<file path="src/rtl/v3n_pkg.sv">
`default_nettype none
package v3n_pkg;
    localparam int WordBits = 32;
    localparam int FracBits = 16;
    localparam int UnitBits = FracBits + 2;
    localparam int SumBits  = 2 * WordBits + 2;
    // root digits: one per cell
    localparam int SqrtSteps = WordBits + 1;
    localparam int RootBits  = WordBits + 1;
    // remainder wide enough for 2*root+1
    localparam int RemBits   = RootBits + 2;
    localparam int DivSteps  = FracBits + 1;

    typedef struct packed {
        logic [SumBits-1:0]  rad;
        logic [RootBits-1:0] root;
        logic [RemBits-1:0]  rem;
        logic [WordBits-1:0] ax;
        logic [WordBits-1:0] ay;
        logic [WordBits-1:0] az;
        logic [2:0]          neg;
    } sq_item_t;

    typedef struct packed {
        logic [WordBits-1:0] mag;
        logic [WordBits:0]   rx;
        logic [WordBits:0]   ry;
        logic [WordBits:0]   rz;
        logic [DivSteps-1:0] qx;
        logic [DivSteps-1:0] qy;
        logic [DivSteps-1:0] qz;
        logic [2:0]          neg;
    } dv_item_t;
endpackage
`default_nettype wire

</file>
<file path="src/rtl/v3n_div_cell.sv">
`default_nettype none
// One quotient bit for all three components.
module v3n_div_cell (
    input  wire                aclk,
    input  wire                aresetn,
    input  wire                en,
    input  wire                first,
    input  wire                vld_in,
    input  v3n_pkg::dv_item_t  d_in,
    output logic               vld_out,
    output v3n_pkg::dv_item_t  d_out
);
    localparam int W = v3n_pkg::WordBits;
    v3n_pkg::dv_item_t d_next;
    logic [W:0] sx, sy, sz, m;

    always_comb begin
        d_next = d_in;
        m  = {1'b0, d_in.mag};
        // first cell compares without shifting
        sx = first ? d_in.rx : {d_in.rx[W-1:0], 1'b0};
        sy = first ? d_in.ry : {d_in.ry[W-1:0], 1'b0};
        sz = first ? d_in.rz : {d_in.rz[W-1:0], 1'b0};
        d_next.rx = (sx >= m) ? sx - m : sx;
        d_next.ry = (sy >= m) ? sy - m : sy;
        d_next.rz = (sz >= m) ? sz - m : sz;
        d_next.qx = {d_in.qx[v3n_pkg::DivSteps-2:0], sx >= m};
        d_next.qy = {d_in.qy[v3n_pkg::DivSteps-2:0], sy >= m};
        d_next.qz = {d_in.qz[v3n_pkg::DivSteps-2:0], sz >= m};
    end

    always_ff @(posedge aclk) begin
        if (!aresetn) begin
            vld_out <= 1'b0;
        end else if (en) begin
            vld_out <= vld_in;
        end
        if (en) begin
            d_out <= d_next;
        end
    end
endmodule
`default_nettype wire

</file>
<file path="config.mk">
export PLATFORM = sky130hd
export DESIGN_NAME = v3n_div_cell
export DESIGN_NICKNAME = d
export VERILOG_FILES = /design/src/rtl/v3n_pkg.sv /design/src/rtl/v3n_div_cell.sv
export SDC_FILE = /design/constraint.sdc
export NUM_CORES = 1
export LEC_CHECK = 0
export ABC_CLOCK_PERIOD_IN_PS = 4600
export BUFFER_PORTS_ARGS = -buffer_cell sky130_fd_sc_hd__buf_2
export CAP_MARGIN = 5
export CORE_ASPECT_RATIO = 0.5
export CORE_UTILIZATION = 48
export DETAILED_ROUTE_END_ITERATION = 10
export PLACE_DENSITY = 0.78
export SLEW_MARGIN = 10
export SYNTH_ARGS = -nofsm -noshare
export SYNTH_HDL_FRONTEND = slang
export SYNTH_SLANG_ARGS = --single-unit
</file>
<file path="constraint.sdc">
create_clock -name aclk -period 4.6 [get_ports aclk]
set_clock_uncertainty 0.05 [all_clocks]
set_input_delay 0.69 -clock aclk [delete_from_list [all_inputs] [get_ports aclk]]
set_output_delay 0.69 -clock aclk [all_outputs]
set_load 0.05 [all_outputs]
</file>
; ---- After elaboration in Yosys (flattened, before gate mapping)
; Index checks and enable logic that the tools add are counted.
[op_classes]
add_sub_neg = 3
magnitude_cmp = 3
muxes = 6
[op_table]
columns = op, n
row1 = 33-bit two-way mux, 6
row2 = 33-bit by 32-bit greater-or-equal comparator with 1-bit output, 3
row3 = 33-bit by 32-bit subtractor with 33-bit output, 3
[totals]
reg_bits = 186
inputBits = 190
out_inout_bits = 186
wordCells = 21

; ---- Longest topological paths before layout
[logic_depth]
depth_word = 3
mapped_depth = 16
depth_no_buf = 13

; ---- Worst setup path before layout
; Ideal clock, no wire load.
[synth_timing]
path_type = in2reg
start = input first
end = register d_out[71] (netlist bit) (data pin)
setup_time_ns = 0.260
t_arrival_ns = 4.060
required_time_ns = 4.290
path_slack_ns = 0.230
path_stages = 15
n_path_buf = 4
cell_sequence = clkbuf_1 > clkbuf_1 > buf_1 > mux2i_1 > inv_1 > ha_1 > nor2b_1 > o31a_1 > o31ai_4 > a21oi_4 > a21oi_2 > o31ai_4 > a31oi_4 > buf_6 > mux2_4
[synth_lines]
columns = item, line
row1 = start: declaration, v3n_div_cell.sv:7  ; input wire first,
row2 = end signal: assignment, v3n_div_cell.sv:39  ; d_out <= d_next;
row3 = end: declaration, v3n_div_cell.sv:11  ; output v3n_pkg::dv_item_t d_out

==> impl_metrics.py <==
metrics = {
    "setup_path": {
        "reg2regPathDepth": 2,
        "cp.depth": 13,
        "worstSetupPathType": "in2reg",
        "endpoint_kind": "register",
        "r2r_start": "vld_out",
        "r2r_slack_ns": 3.95,
        "path_buf_inv": 2,
        "cp_cell_sequence": "buf_4 > buf_12 > mux2_2 > ha_1 > nand2_1 > a211oi_1 > o21ai_1 > a2111oi_2 > nor2_1 > o21a_1 > o31ai_4 > xor2_1 > mux2_1",
        "cp_slowest_cell": "a211oi_1",
        "worstSetupStartpointType": "primary input",
        "r2r-end": "vld_out",
        "critical_path.max_fanout": 41,
        "cp.required_ns": 4.75,
        "slowest_delay_ns": 0.40,
        "crit_family": "compound AO/OA/AOI/OAI gates",
        "cp.arrival_ns": 3.93,
    },
    "sta": {
        "setup_viol": 0,
        "rsz0062_at_grt": "false",
        "setup_slack_ns": 0.8190,
        "fmax_mhz": 264.5,
        "relSlewSlack_pct": 33.95,
        "period_minus_slack_ns": 3.781,
        "tightest_slew_ns": 0.9908,
        "slew_viol_final": 0,
        "fin_setup_tns_ns": 0,
        "fin_crit_sh_pct": 82.20,
        "hold_violations": 0,
    },
    "clocking": {
        "clk_pin_slew_ns": 0.07,
        "ctsResizeCount": 0,
        "cts_tree": "done",
        "cts_sinks": 186,
        "hold_buffers": 0,
        "post_cts_buffers": 0,
        "insertion_delay_ns": 0.45,
        "root_buffer": "clkbuf_16",
        "cts-htree-levels": 4,
        "cts_made_buffers": 17,
        "clockBufferDepth": 2,
    },
    "finish": {
        "seq_area_um2": 5575,
        "fillCellCount": 2177,
        "drive_gt1_share_pct": 35.80,
        "area_growth_pct": 21.98,
        "multi_input_area_um2": 7121,
        "num-nets-final": 1885,
        "final_cell_mix": "buf_2, edfxtp_1, mux2_2",
        "mostFrequentLayoutCell": "buf_2",
        "final_util_pct": 60.04,
    },
    "power": {
        "p_comb_share_pct": 41.7,
        "power_density_nw_per_um2": 399.2,
        "seq_power_share_pct": 35.2,
        "p_sw_share_pct": 40.64,
        "switching_power_mw": 2.595,
        "p_int_mw": 3.791,
        "vdd.ir_drop.worst_mv": 0.2950,
        "leakage_nw": 6.937,
        "pwr-share-clk_pct": 23.1,
    },
    "die": {
        "core.rowCount": 42,
        "die_area_um2": 28020,
        "die_height_um": 118.9,
        "ios": 376,
        "start_util_pct": 49.22,
        "die_x_um": 235.7,
        "core_um2": 26640,
    },
    "outcome": {
        "status": "completed",
    },
    "min_path": {
        "min_path_cells": 1,
        "hp-class": "in2reg",
        "hp-start": "d_in[39]",
        "whs_endpoint": "d_out[40]",
    },
    "grt": {
        "grt_overflow": 0,
        "grt_pass1_vias": 10370,
        "antenna_found_initial": 4,
        "track_usage_pct": 26.40,
        "grt_pass1_wl_um": 57130,
        "grt_max_degree": 101,
    },
    "route": {
        "detail_route.wl_per_cell_um": 19.09,
        "wl_um": 37490,
        "drt_pre_antenna_iters": 6,
        "vias": 11130,
        "postRouteAntennaNets": 0,
        "drt_iter0_drc": 995,
        "vias_per_cell": 5.665,
        "drc_errors": 0,
    },
    "synthesis": {
        "seq_area_frac_synth_pct": 42.52,
        "yosys_warnings": 0,
        "syn_inst": 1234,
        "yosysUniqueCellTypes": 69,
        "syn_nets": 1523,
        "syn-cell-area_um2": 13110,
        "async_flop_share_pct": 0,
        "synth-main-ff-cell": "edfxtp_1",
        "avgSynthCellArea_um2": 10.63,
        "synth_edf_count": 185,
        "ys_ff_latch": 186,
    },
    "job": {
        "maxCapViolations": 0,
    },
    "placed_design": {
        "routabilityCongestion": 0.9482,
        "port_buffers": 372,
        "place_hpwl_um": 29510,
        "pre_cts_ws_ns": 0.3804,
    },
}
-- cell usage after synthesis (all sizes together) (6+ instances only) --
library cell | n | area [um2]
a211oi | 9 | 72.57
a21o | 43 | 322.8
a21oi | 105 | 555.5
a31oi | 11 | 83.83
and2 | 6 | 37.54
and3 | 11 | 68.82
buf | 15 | 101.3
clkbuf | 31 | 116.4
edfxtp | 185 | 5555
ha | 96 | 1201
inv | 53 | 198.9
mux2 | 133 | 1513
mux2i | 7 | 70.07
nand2 | 126 | 483.0
nand2b | 16 | 100.1
nand3 | 28 | 140.1
nand4 | 13 | 81.33
nor2 | 49 | 183.9
nor2b | 11 | 68.82
nor3 | 16 | 80.08
o21a | 14 | 105.1
o21ai | 99 | 499.2
o31ai | 8 | 115.1
xnor2 | 49 | 429.2
xor2 | 38 | 332.8
-- kinds of logic (layout without fill, tap and decap cells) --
group / count (synthesis) / count (layout) / share of synthesized area (%)
multiplexers: 140 / 140 / 12.07
XOR/XNOR: 87 / 87 / 5.811
buffers and inverters: 99 / 474 / 3.177
AND/OR/NAND/NOR: 296 / 296 / 10.68
flip-flops: 186 / 186 / 42.52
AO/OA/AOI/OAI: 327 / 327 / 16.13
other: 0 / 3 / 0
adder cells (fa/ha/maj): 99 / 99 / 9.618
-- per-layer routing --
layer / track usage (%) / share of wire [%] / wire length (um)
met1: 34.92 / 44 / 16440
met2: 44.10 / 48 / 17820
met3: 5.424 / 6.4 / 2416
met4: 7.149 / 2.2 / 806
met5: 0 / 0.035 / 13
-- power groups by stage --
stage / clock [mW] / sequential [mW] / combinational [mW]
4_1_cts: 1.50 / 2.25 / 2.65
3_3_place_gp: 0 / 2.28 / 2.61
3_5_place_dp: 0 / 2.28 / 2.63
5_1_grt: 1.56 / 2.26 / 2.84
2_1_floorplan: 0 / 3.13 / 1.13
6_report: 1.47 / 2.25 / 2.67
-- cell type report --
| class | instances | share of cell area, % |
|---|---|---|
| clock inverter | 13 | 0.8370 |
| clock buffer | 19 | 2.707 |
| timing repair buffer | 389 | 13.04 |
| inverter | 53 | 1.244 |
| antenna | 3 | 0.04693 |
| sequential | 186 | 34.86 |
| tap | 352 | 2.753 |
| multi-input combinational | 949 | 44.52 |
-- stage by stage --
step | cells | total power, mW | hold slack (ns) | cell area, um2
after CTS | 1961 | 6.401 | 0.3381 | 15990
final | 1964 | 6.386 | 0.3584 | 16000
after global placement | 1929 | 4.890 | 0.4429 | 15420
after floorplan | 1234 | 4.262 | 0.6929 | 13110
after global routing | 1964 | 6.665 | 0.3323 | 16000
after detailed placement | 1929 | 4.916 | 0.4721 | 15420
-- state kept, by name, indices dropped and copies added (netlist names) --
register	cells
vld_out	1
d_out	185
-- how the worst max path moves through the flow --
stage | start | end
2_1_floorplan | first | d_out[71]
3_3_place_gp | first | d_out[143]
3_5_place_dp | first | d_out[118]
4_1_cts | first | d_out[118]
5_1_grt | first | d_out[110]
6_report | first | d_out[118]
Power figures use the tool's default switching activity.
