### src/rtl/v3n_pkg.sv
`default_nettype none
package v3n_pkg;
    localparam int WordBits = 32;
    localparam int FracBits = 16;
    localparam int UnitBits = FracBits + 2;
    localparam int SumBits  = 2 * WordBits + 2;
    // root digits: one per cell
    localparam int SqrtSteps = WordBits + 1;
    localparam int RootBits  = WordBits + 1;
    // remainder wide enough for 2*root+1
    localparam int RemBits   = RootBits + 2;
    localparam int DivSteps  = FracBits + 1;

    typedef struct packed {
        logic [SumBits-1:0]  rad;
        logic [RootBits-1:0] root;
        logic [RemBits-1:0]  rem;
        logic [WordBits-1:0] ax;
        logic [WordBits-1:0] ay;
        logic [WordBits-1:0] az;
        logic [2:0]          neg;
    } sq_item_t;

    typedef struct packed {
        logic [WordBits-1:0] mag;
        logic [WordBits:0]   rx;
        logic [WordBits:0]   ry;
        logic [WordBits:0]   rz;
        logic [DivSteps-1:0] qx;
        logic [DivSteps-1:0] qy;
        logic [DivSteps-1:0] qz;
        logic [2:0]          neg;
    } dv_item_t;
endpackage
`default_nettype wire

### src/rtl/v3n_sqrt_cell.sv
`default_nettype none
// One digit of the non-restoring-free (restoring) bitwise square root.
module v3n_sqrt_cell (
    input  wire                aclk,
    input  wire                aresetn,
    input  wire                en,
    input  wire                vld_in,
    input  v3n_pkg::sq_item_t  d_in,
    output logic               vld_out,
    output v3n_pkg::sq_item_t  d_out
);
    logic [v3n_pkg::RemBits-1:0] rem_sh;
    logic [v3n_pkg::RemBits-1:0] trial;
    v3n_pkg::sq_item_t           d_next;

    // bring down two radicand bits, try root*4+1
    always_comb begin
        d_next = d_in;
        rem_sh = {d_in.rem[v3n_pkg::RemBits-3:0],
                  d_in.rad[v3n_pkg::SumBits-1 -: 2]};
        trial  = {d_in.root[v3n_pkg::RootBits-1:0], 2'b01};
        d_next.rad = {d_in.rad[v3n_pkg::SumBits-3:0], 2'b00};
        if (rem_sh >= trial) begin
            d_next.rem  = rem_sh - trial;
            d_next.root = {d_in.root[v3n_pkg::RootBits-2:0], 1'b1};
        end else begin
            d_next.rem  = rem_sh;
            d_next.root = {d_in.root[v3n_pkg::RootBits-2:0], 1'b0};
        end
    end

    always_ff @(posedge aclk) begin
        if (!aresetn) begin
            vld_out <= 1'b0;
        end else if (en) begin
            vld_out <= vld_in;
        end
        if (en) begin
            d_out <= d_next;
        end
    end
endmodule
`default_nettype wire

### config.mk
export PLATFORM = sky130hd
export DESIGN_NAME = v3n_sqrt_cell
export DESIGN_NICKNAME = d
export VERILOG_FILES = /design/src/rtl/v3n_pkg.sv /design/src/rtl/v3n_sqrt_cell.sv
export SDC_FILE = /design/constraint.sdc
export NUM_CORES = 1
export LEC_CHECK = 0
export ABC_AREA = 0
export ABC_CLOCK_PERIOD_IN_PS = 3830
export BUFFER_PORTS_ARGS = -buffer_cell sky130_fd_sc_hd__buf_2
export CAP_MARGIN = 30
export CORE_AREA = 2 2 185 187
export DETAILED_ROUTE_END_ITERATION = 10
export DIE_AREA = 0 0 187 189
export RECOVER_POWER = 50
export SYNTH_ARGS = -nofsm -noshare
export SYNTH_HDL_FRONTEND = slang
export SYNTH_SLANG_ARGS = --single-unit
### constraint.sdc
create_clock -name aclk -period 3.83 [get_ports aclk]
set_input_delay 0.383 -clock aclk [delete_from_list [all_inputs] [get_ports aclk]]
set_output_delay 0.383 -clock aclk [all_outputs]
set_load 0.01 [all_outputs]
; Word-level counts from Yosys, hierarchy flattened
; Cells that the tools add are included.
[classes]
n_addsub = 1
n_mul = 0
div_mod_pow = 0
order_cmp = 1
n_eq_ne = 0
shift = 0
n_mux = 1
bitwise_logic = 0
n_reduce_logical = 0
[op_table]
columns = cell, count
row1 = $mux 36, 1
row2 = $ge 35x35->1, 1
row3 = $sub 35x35->35, 1
[word_totals]
register_bits = 232
latchBits = 0
ram_bits = 0
mem_bits_ro = 0
out_inout_bits = 234
word_cells = 11
memories = 0

; Longest topological paths before layout
; Gate-level depths: netlist (run 1).
[logic_depth]
ltp_word = 2
ltp_mapped = 13

; Worst setup path before layout (run 1)
; Ideal clock, no wire load.
[synth_path]
path_kind = in2reg
startpoint = input port d_in[160] (netlist bit)
endpoint = register d_out[122] (netlist bit), data pin
setup_time_ns = 0.262
arrival_time_ns = 2.603
setup_slack_ns = 0.965
stages = 11
cell_sequence = inv_1 ha_1 a21o_1 a21o_1 a21o_1 a211oi_1 o21bai_1 a211oi_1 o41ai_4 buf_2 mux2_1
[synth_lines]
columns = item, line
row1 = "start, declared", v3n_sqrt_cell.sv:8  ; input v3n_pkg::sq_item_t d_in,
row2 = "end signal, assigned", v3n_sqrt_cell.sv:39  ; d_out <= d_next;
row3 = "end, declared", v3n_sqrt_cell.sv:10  ; output v3n_pkg::sq_item_t d_out

==> metrics.md, run 1 <==
| Metric | Value |
|---|---|
| Outcome | finished, violations left |
| Failing checks | max-capacitance violations, max-slew violations |
| Die ar. | between 0.03 and 0.04 mm² |
| # clock sinks | approximately 230 |
| Worst Path Required | 4.24 ns |
| Routed WL | 32470 µm |
| CTS Buf Count | 26 |
| First-pass GRT wire length | 46030 µm |
| Ys flop type | edfxtp_1 |
| Period utilization | 80.89% |
| Slew headroom | -50.85% |
| FP Rows | between 60 and 70 |
| H-tree Lvls | 1 |
| Ports | between 400 and 500 |
| Starting Density | 28.38% |
| Yosys warning count | 0 |
| Pleak | 0.006031 µW |
| Die H | 189 µm |
| Latest clock arrival within the worst-skew pair | 0.52 ns |
| Max Freq | 322.8 MHz |
| Post-DR wirelength/cell | 19.83 µm |
| Highest fanout seen on the critical path | 86 |
| RSZ-0062 raised after global routing | false |
| CTS Buffer Depth | 3 |
| Port Buffer Count | around 470 |
| Power per cell area | 484.3 mW/mm² |
| Vias per inst | 4.440 |
| Worst-margin pin slew | 2.263 ns |
| NumNets Final | 1440 |
| Most repeated cell in the gate-level netlist after synthesis | edfxtp_1 |
| GPL Wtd Cong | 0.8733 |
| Vias in the first global route | 7298 |
| Beginning of the worst hold path | d_in[67] |
| Reg-to-reg critical path startpoint | vld_out$_SDFFE_PN0P_ |
| Routed Antenna Nets | 0 |
| Hold endpoint | d_out[67]$_DFFE_PP_ |
| Gr usage total | 17.37% |
| Die X | 187 µm |
| R2R Path End | vld_out$_SDFFE_PN0P_ |
| Setup violators final | 0 |
| Clock root cell | clkbuf_16 |
| Finished Layout Cells | 1637 |
| Type of origin of the critical path | input pin |
| Fraction of registers with async set/reset | 0% |
| Sequential share of the synthesized area | 73.65% |
| Post-Synthesis Cells | 608 |
| CTS tree | done |
| DR vias | 7269 |
| Critical path class | input pin to flop |
| Core area | 0.03328 mm² |
| Top cell type's share of synthesized area | 73.44% |
| Initial DRC Count | 392 |
| Commonest cells in the netlist | edfxtp_1, a21oi_1, inv_1 |
| Detail Placement HPWL | around 25000 µm |
| Final hold violations | 0 |
| Worst min-delay path class | input pin to flop |
| Hold path cells | 1 |
| Top post-synthesis cells by area | edfxtp_1, ha_1, a21oi_1 |
| Area growth, synth to finish | 47.09% |
| Max-cap violations | 1 |
| Worst setup EP type | flop |
| Syn Area/Cell | 15.54 µm² |
| TNS Setup | 0 ns |
| Synth area leader | edfxtp_1 |
| Yosys cell types | 57 |
| R2R Setup Slk | 3.23 ns |
| Setup Skew | 0 ns |
| Pins Over Slew Limit | 87 |
| Reg2reg path depth | 2 |
| Clk slew on worst S/H paths | 0.06 ns |
| DRC viols | 0 |
| EDFF count, synth | 231 |
| Layout cells sized above 1 | 41.70% |
| TritonRoute pass-1 iters | 5 |
| Initial antenna violation count | 5 |
| Min cycle time layout | 3.098 ns |
| Largest net degree at the start of global routing | 87 |
| Cells after DPL | 1513 |
| Max VDD drop | 0.0003257 V |
| Setup bufs post-CTS | 0 |
| Worst Path Arrival | about 3.5 ns |
| Mapped Area | 0.009445 mm² |
| Register bit count reported by yosys | around 230 |
| GR Overflow Total | 0 |
[worst max-delay path: stages]
cell and delay, ns:
clkbuf_2 1.54, clkbuf_4 1.17, mux2i_1 0.27, nor2b_1 0.07
[through the flow]
stage | utilization (%) | setup slack [ns] | instance area [µm²] | hold slack [ns] | total power [µW]
2_1_floorplan | - | 0.9647 | 9449 | 0.4819 | 3662
6_report | 41.75 | 0.7319 | 13890 | 0.02723 | 6728
5_1_grt | 41.75 | 0.4421 | 13890 | 0.0004093 | 7006
3_5_place_dp | 37.15 | 0.3547 | 12360 | 0.5174 | 4215
3_3_place_gp | 37.15 | 0.4262 | 12360 | 0.5016 | 4201
4_1_cts | 41.77 | 0.9216 | 13900 | 0.0001420 | 6817
[cell usage in the layout (no fill, tap or decap), drive strengths merged, types with 2 or more instances in the layout]
cell type / count
mux2: 9
ha: 35
and4: 2
dlygate4sd3: 75
nand2: 23
xor2: 12
a21o: 19
nor2b: 7
a221oi: 3
edfxtp: 231
xnor2: 16
o211ai: 3
a211oi: 3
o21a: 5
diode: 2
a221o: 3
and2: 2
nor3: 10
nor2: 42
nand3: 6
a41oi: 2
clkbuf: 66
o31ai: 5
conb: 2
or3: 3
inv: 44
o31a: 2
o21bai: 7
a21oi: 46
o21ai: 16
mux2i: 2
buf: 441
nand2b: 3
bufinv: 3
and3: 7
clkinv: 10
nand4: 4
a31oi: 4
a2111oi: 2
[report_power, final]
group          internal (µW)  switching (µW)  total [µW]
clock network           1490            1020        2510
registers               3060            56.5        3120
logic                    470             628        1100
total                   5020            1710        6730
[layer usage]
metal	share of wire, %	vias up	track usage, %
met1	40	3492	20.67
met3	8.1	38	5.079
li1	-	3419	-
met5	0.037	-	0
met4	2.2	2	4.457
met2	50	318	30.77
[worst max path at each step]
stage                            to      start  cells after the start
5_1_grt        vld_out$_SDFFE_PN0P_         en                      4
4_1_cts        d_out[103]$_DFFE_PP_  d_in[149]                     12
6_report       vld_out$_SDFFE_PN0P_         en                      4
2_1_floorplan  d_out[122]$_DFFE_PP_  d_in[160]                     11
3_5_place_dp   d_out[103]$_DFFE_PP_  d_in[149]                     12
3_3_place_gp   d_out[103]$_DFFE_PP_  d_in[134]                     12
[final cells by class]
cell class | count | area [µm²]
fill | 3192 | 19390
sequential | 232 | 6957
timing repair buffer | 549 | 3118
multi-input combinational | 316 | 2245
clock buffer | 33 | 698.2
tap | 448 | 560.5
inverter | 43 | 161.4
clock inverter | 14 | 148.9
antenna | 2 | 5.005
[cell families (layout without fill, tap and decap cells)]
group,count (synthesis),after routing,synth area share [%]
AOI/OAI and AO/OA,129,129,9.578
xor gates and xnor gates,28,28,2.596
adders and majority gates,35,35,4.636
buffers and inverters,61,639,2.623
DFF,232,232,73.65
muxes,11,11,1.364
other,1,4,0.03970
and+or+nand+nor,111,111,5.511
[state kept, by name, indices dropped and copies added, names as in the netlist]
| name | flops |
|---|---|
| d_out | 231 |
| vld_out | 1 |
[repair_timing]
item                      4_1_cts  5_1_grt
hold buffers                   69        6
hold endpoints to repair       69        6
gates resized for setup         0        0
Note: power is estimated with default switching activity, not from simulation.
==> run 2, diff against run 1 <==
--- a/config.mk
+++ b/config.mk
@@ -6,12 +6,12 @@
 export NUM_CORES = 1
 export LEC_CHECK = 0
 export ABC_AREA = 0
-export ABC_CLOCK_PERIOD_IN_PS = 3830
+export ABC_CLOCK_PERIOD_IN_PS = 2580
 export BUFFER_PORTS_ARGS = -buffer_cell sky130_fd_sc_hd__buf_2
 export CAP_MARGIN = 30
-export CORE_AREA = 2 2 185 187
+export CORE_AREA = 2 2 183 185
 export DETAILED_ROUTE_END_ITERATION = 10
-export DIE_AREA = 0 0 187 189
+export DIE_AREA = 0 0 185 187
 export RECOVER_POWER = 50
 export SYNTH_ARGS = -nofsm -noshare
 export SYNTH_HDL_FRONTEND = slang
==> constraint.sdc (replaced) <==
create_clock -name aclk -period 2.58 [get_ports aclk]
set_input_delay 0.258 -clock aclk [delete_from_list [all_inputs] [get_ports aclk]]
set_output_delay 0.258 -clock aclk [all_outputs]
set_load 0.01 [all_outputs]
==> run 2 against run 1 <==
Against the previous run: the flow now finishes without violations; first-iteration DRC count grew 20%; setup slack lost 0.65 ns; final area grew 17%; critical endpoint is now d_out[100]$_DFFE_PP_.
==> metrics.md, run 2 (same netlist as run 1, synthesis figures left out) <==
| Metric | Value |
|---|---|
| H-tree Lvls | 1 (unchanged) |
| Max-cap violations | 0 (was 1) |
| Clock power share | 36.0% (was 37.4%) |
| Max Freq | 400.0 MHz |
| Commonest non-fill, non-tap cell in the layout | buf_2 (unchanged) |
| Die ar. | 0.03460 mm² (was 0.03534 mm²) |
| NetSw | 2755 µW (was 1709 µW) |
| TNS Setup | 0 ns (unchanged) |
| Vias in the first global route | 8703 (was 7298) |
| Max reg flops | 231 (unchanged) |
| Area growth, synth to finish | 71.78% (was 47.09%) |
| Final hold violations | 0 (unchanged) |
| Layout cells sized above 1 | 44.39% (was 41.70%) |
| Worst Path Required | 2.85 ns (was 4.24 ns) |
| Routed WL | 37370 µm (was 32470 µm) |
| Fin Hold WS | 0.03666 ns (was 0.02723 ns) |
| Slew headroom | 12.40% (was -50.85%) |
| Vias per inst | 4.434 (was 4.440) |
| First-pass GRT wire length | 52610 µm (was 46030 µm) |
| Combinational share of power | 20.0% (was 16.3%) |
| Worst-margin pin slew | 1.314 ns (was 2.263 ns) |
| Highest fanout seen on the critical path | 6 (was 86) |
| Core area | 0.03286 mm² (was 0.03328 mm²) |
| NumNets Final | 1678 (was 1440) |
| Pleak | 0.007121 µW (was 0.006031 µW) |
| Min cycle time layout | 2.500 ns |
| Clk slew on worst S/H paths | 0.06 ns (about the same) |
| Worst Path Arrival | 2.77 ns (was 3.51 ns) |
| Routed Antenna Nets | 0 (unchanged) |
| DR vias | 8327 (was 7269) |
| GR Overflow Total | 0 (unchanged) |
| Clock root cell | clkbuf_16 (unchanged) |
| Worst min-delay path class | input pin to flop (unchanged) |
| Outcome | complete, no violations (was finished, violations left) |
| CTS Buffer Depth | 3 (unchanged) |
| Port Buffer Count | 466 (unchanged) |
| # clock sinks | 232 (unchanged) |
| Setup Skew | 0 ns (unchanged) |
| Critical path class | input pin to flop (unchanged) |
| Final worst slack | 0.07991 ns (was 0.7319 ns) |
| DRC viols | 0 (unchanged) |
| Period utilization | a little over nine tenths |
| FP Rows | 67 (unchanged) |
| Detail Placement HPWL | 26790 µm (was 24760 µm) |
| P_int | 7781 µW (was 5019 µW) |
| Cell area after layout | 0.01623 mm² (was 0.01389 mm²) |
| Power per cell area | 649.3 mW/mm² (was 484.3 mW/mm²) |
| Initial DRC Count | 470 (was 392) |
| Switch share | 26.15% (was 25.41%) |
| Initial antenna violation count | 7 (was 5) |
| Post-DP Area | 0.01332 mm² (was 0.01236 mm²) |
| Type of origin of the critical path | input pin (unchanged) |
| Die H | 187 µm (was 189 µm) |
| Cells after DPL | 1625 (was 1513) |
| Die X | 185 µm (was 187 µm) |
| Largest net degree at the start of global routing | 53 (was 87) |
| Post-Place Worst Slack | -0.4292 ns (was 0.3547 ns) |
| Latest clock arrival within the worst-skew pair | 0.53 ns (was 0.52 ns) |
| Starting Density | 28.74% (was 28.38%) |
| Top reg by flops | d_out (unchanged) |
| Max VDD drop | 0.0004043 V (was 0.0003257 V) |
| Worst setup EP type | flop (unchanged) |
| CTS tree | done (unchanged) |
| Commonest cells after routing, fill and taps aside | buf_2, edfxtp_1, dlygate4sd3_1 (unchanged) |
| GPL Wtd Cong | 0.8633 (was 0.8733) |
| Post-DR wirelength/cell | 19.90 µm (was 19.83 µm) |
| TritonRoute pass-1 iters | 4 (was 5) |
| Gr usage total | 20.39% (was 17.37%) |
| Sequential Power Share | 43.9% (was 46.3%) |
| RSZ-0062 raised after global routing | false (unchanged) |
| Pins Over Slew Limit | 0 (was 87) |
| Top Registers | d_out x231, vld_out x1 (unchanged) |
| Setup violators final | 0 (unchanged) |
| Finished Layout Cells | 1878 (was 1637) |
| CTS Buf Count | 27 (was 26) |
| Ports | 471 (unchanged) |
-- run 2: cell type report --
| class | count | area (µm²) |
|---|---|---|
| Antenna cell | 4 | 10.01 |
| Clock buffer | 31 | 720.7 |
| Clock inverter | 18 | 158.9 |
| Fill cell | 2949 | 16640 |
| Inverter | 43 | 173.9 |
| Multi-Input combinational cell | 316 | 2394 |
| Sequential cell | 232 | 6957 |
| Tap cell | 448 | 560.5 |
| Timing Repair Buffer | 786 | 5251 |
-- run 2: power by group through the flow --
stage / clock, µW / combinational [µW] / sequential (µW)
floorplan: 0 / 580 / 4890
global placement: 0 / 1790 / 4690
detailed placement: 0 / 1810 / 4700
CTS: 3910 / 2070 / 4630
global route: 4010 / 2270 / 4660
finish: 3800 / 2110 / 4630
-- run 2: path summary, 6_finish.rpt --
kind | startpoint | to | cells past startpoint | slack [ns]
max | d_in[155] | d_out[100]$_DFFE_PP_ | 15 | 0.08
min | d_in[129] | d_out[131]$_DFFE_PP_ | 2 | 0.04
min reg2reg | vld_out$_SDFFE_PN0P_ | vld_out$_SDFFE_PN0P_ | 3 | 1.13
max reg2reg | vld_out$_SDFFE_PN0P_ | vld_out$_SDFFE_PN0P_ | 3 | 1.39
-- run 2: routing by layer --
layer  GRT usage (%)  routed length, µm  vias up
li1                -                  -     3901
met2           33.98              17450      378
met3           5.861               3206      101
met1           23.54              14440     3939
met4           11.11               2213        8
met5               0                 56        -
-- run 2: critical path: stages --
cell and delay, ns:
dlygate4sd3_1 0.53, buf_2 0.12, inv_1 0.11, ha_4 0.22, and4_1 0.19, and3_4 0.20
nand2_1 0.07, nor3_2 0.05, a211oi_2 0.25, o41ai_4 0.11, buf_4 0.17, clkbuf_16 0.17
buf_4 0.16, nor2_1 0.09, a21oi_1 0.06
-- run 2: metrics by stage --
| stage | total power (µW) | util (%) |
|---|---|---|
| floorplan | 5467 | - |
| global placement | 6484 | 40.53 |
| detailed placement | 6507 | 40.53 |
| CTS | 10600 | 49.15 |
| global route | 10940 | 49.37 |
| finish | 10540 | 49.38 |
-- run 2: repair_timing --
item,in CTS,in global routing
gates resized for setup,0,14
hold buffers,195,0
setup buffers,0,3
setup endpoints to repair,0,27
endpoints found under the hold margin,194,0
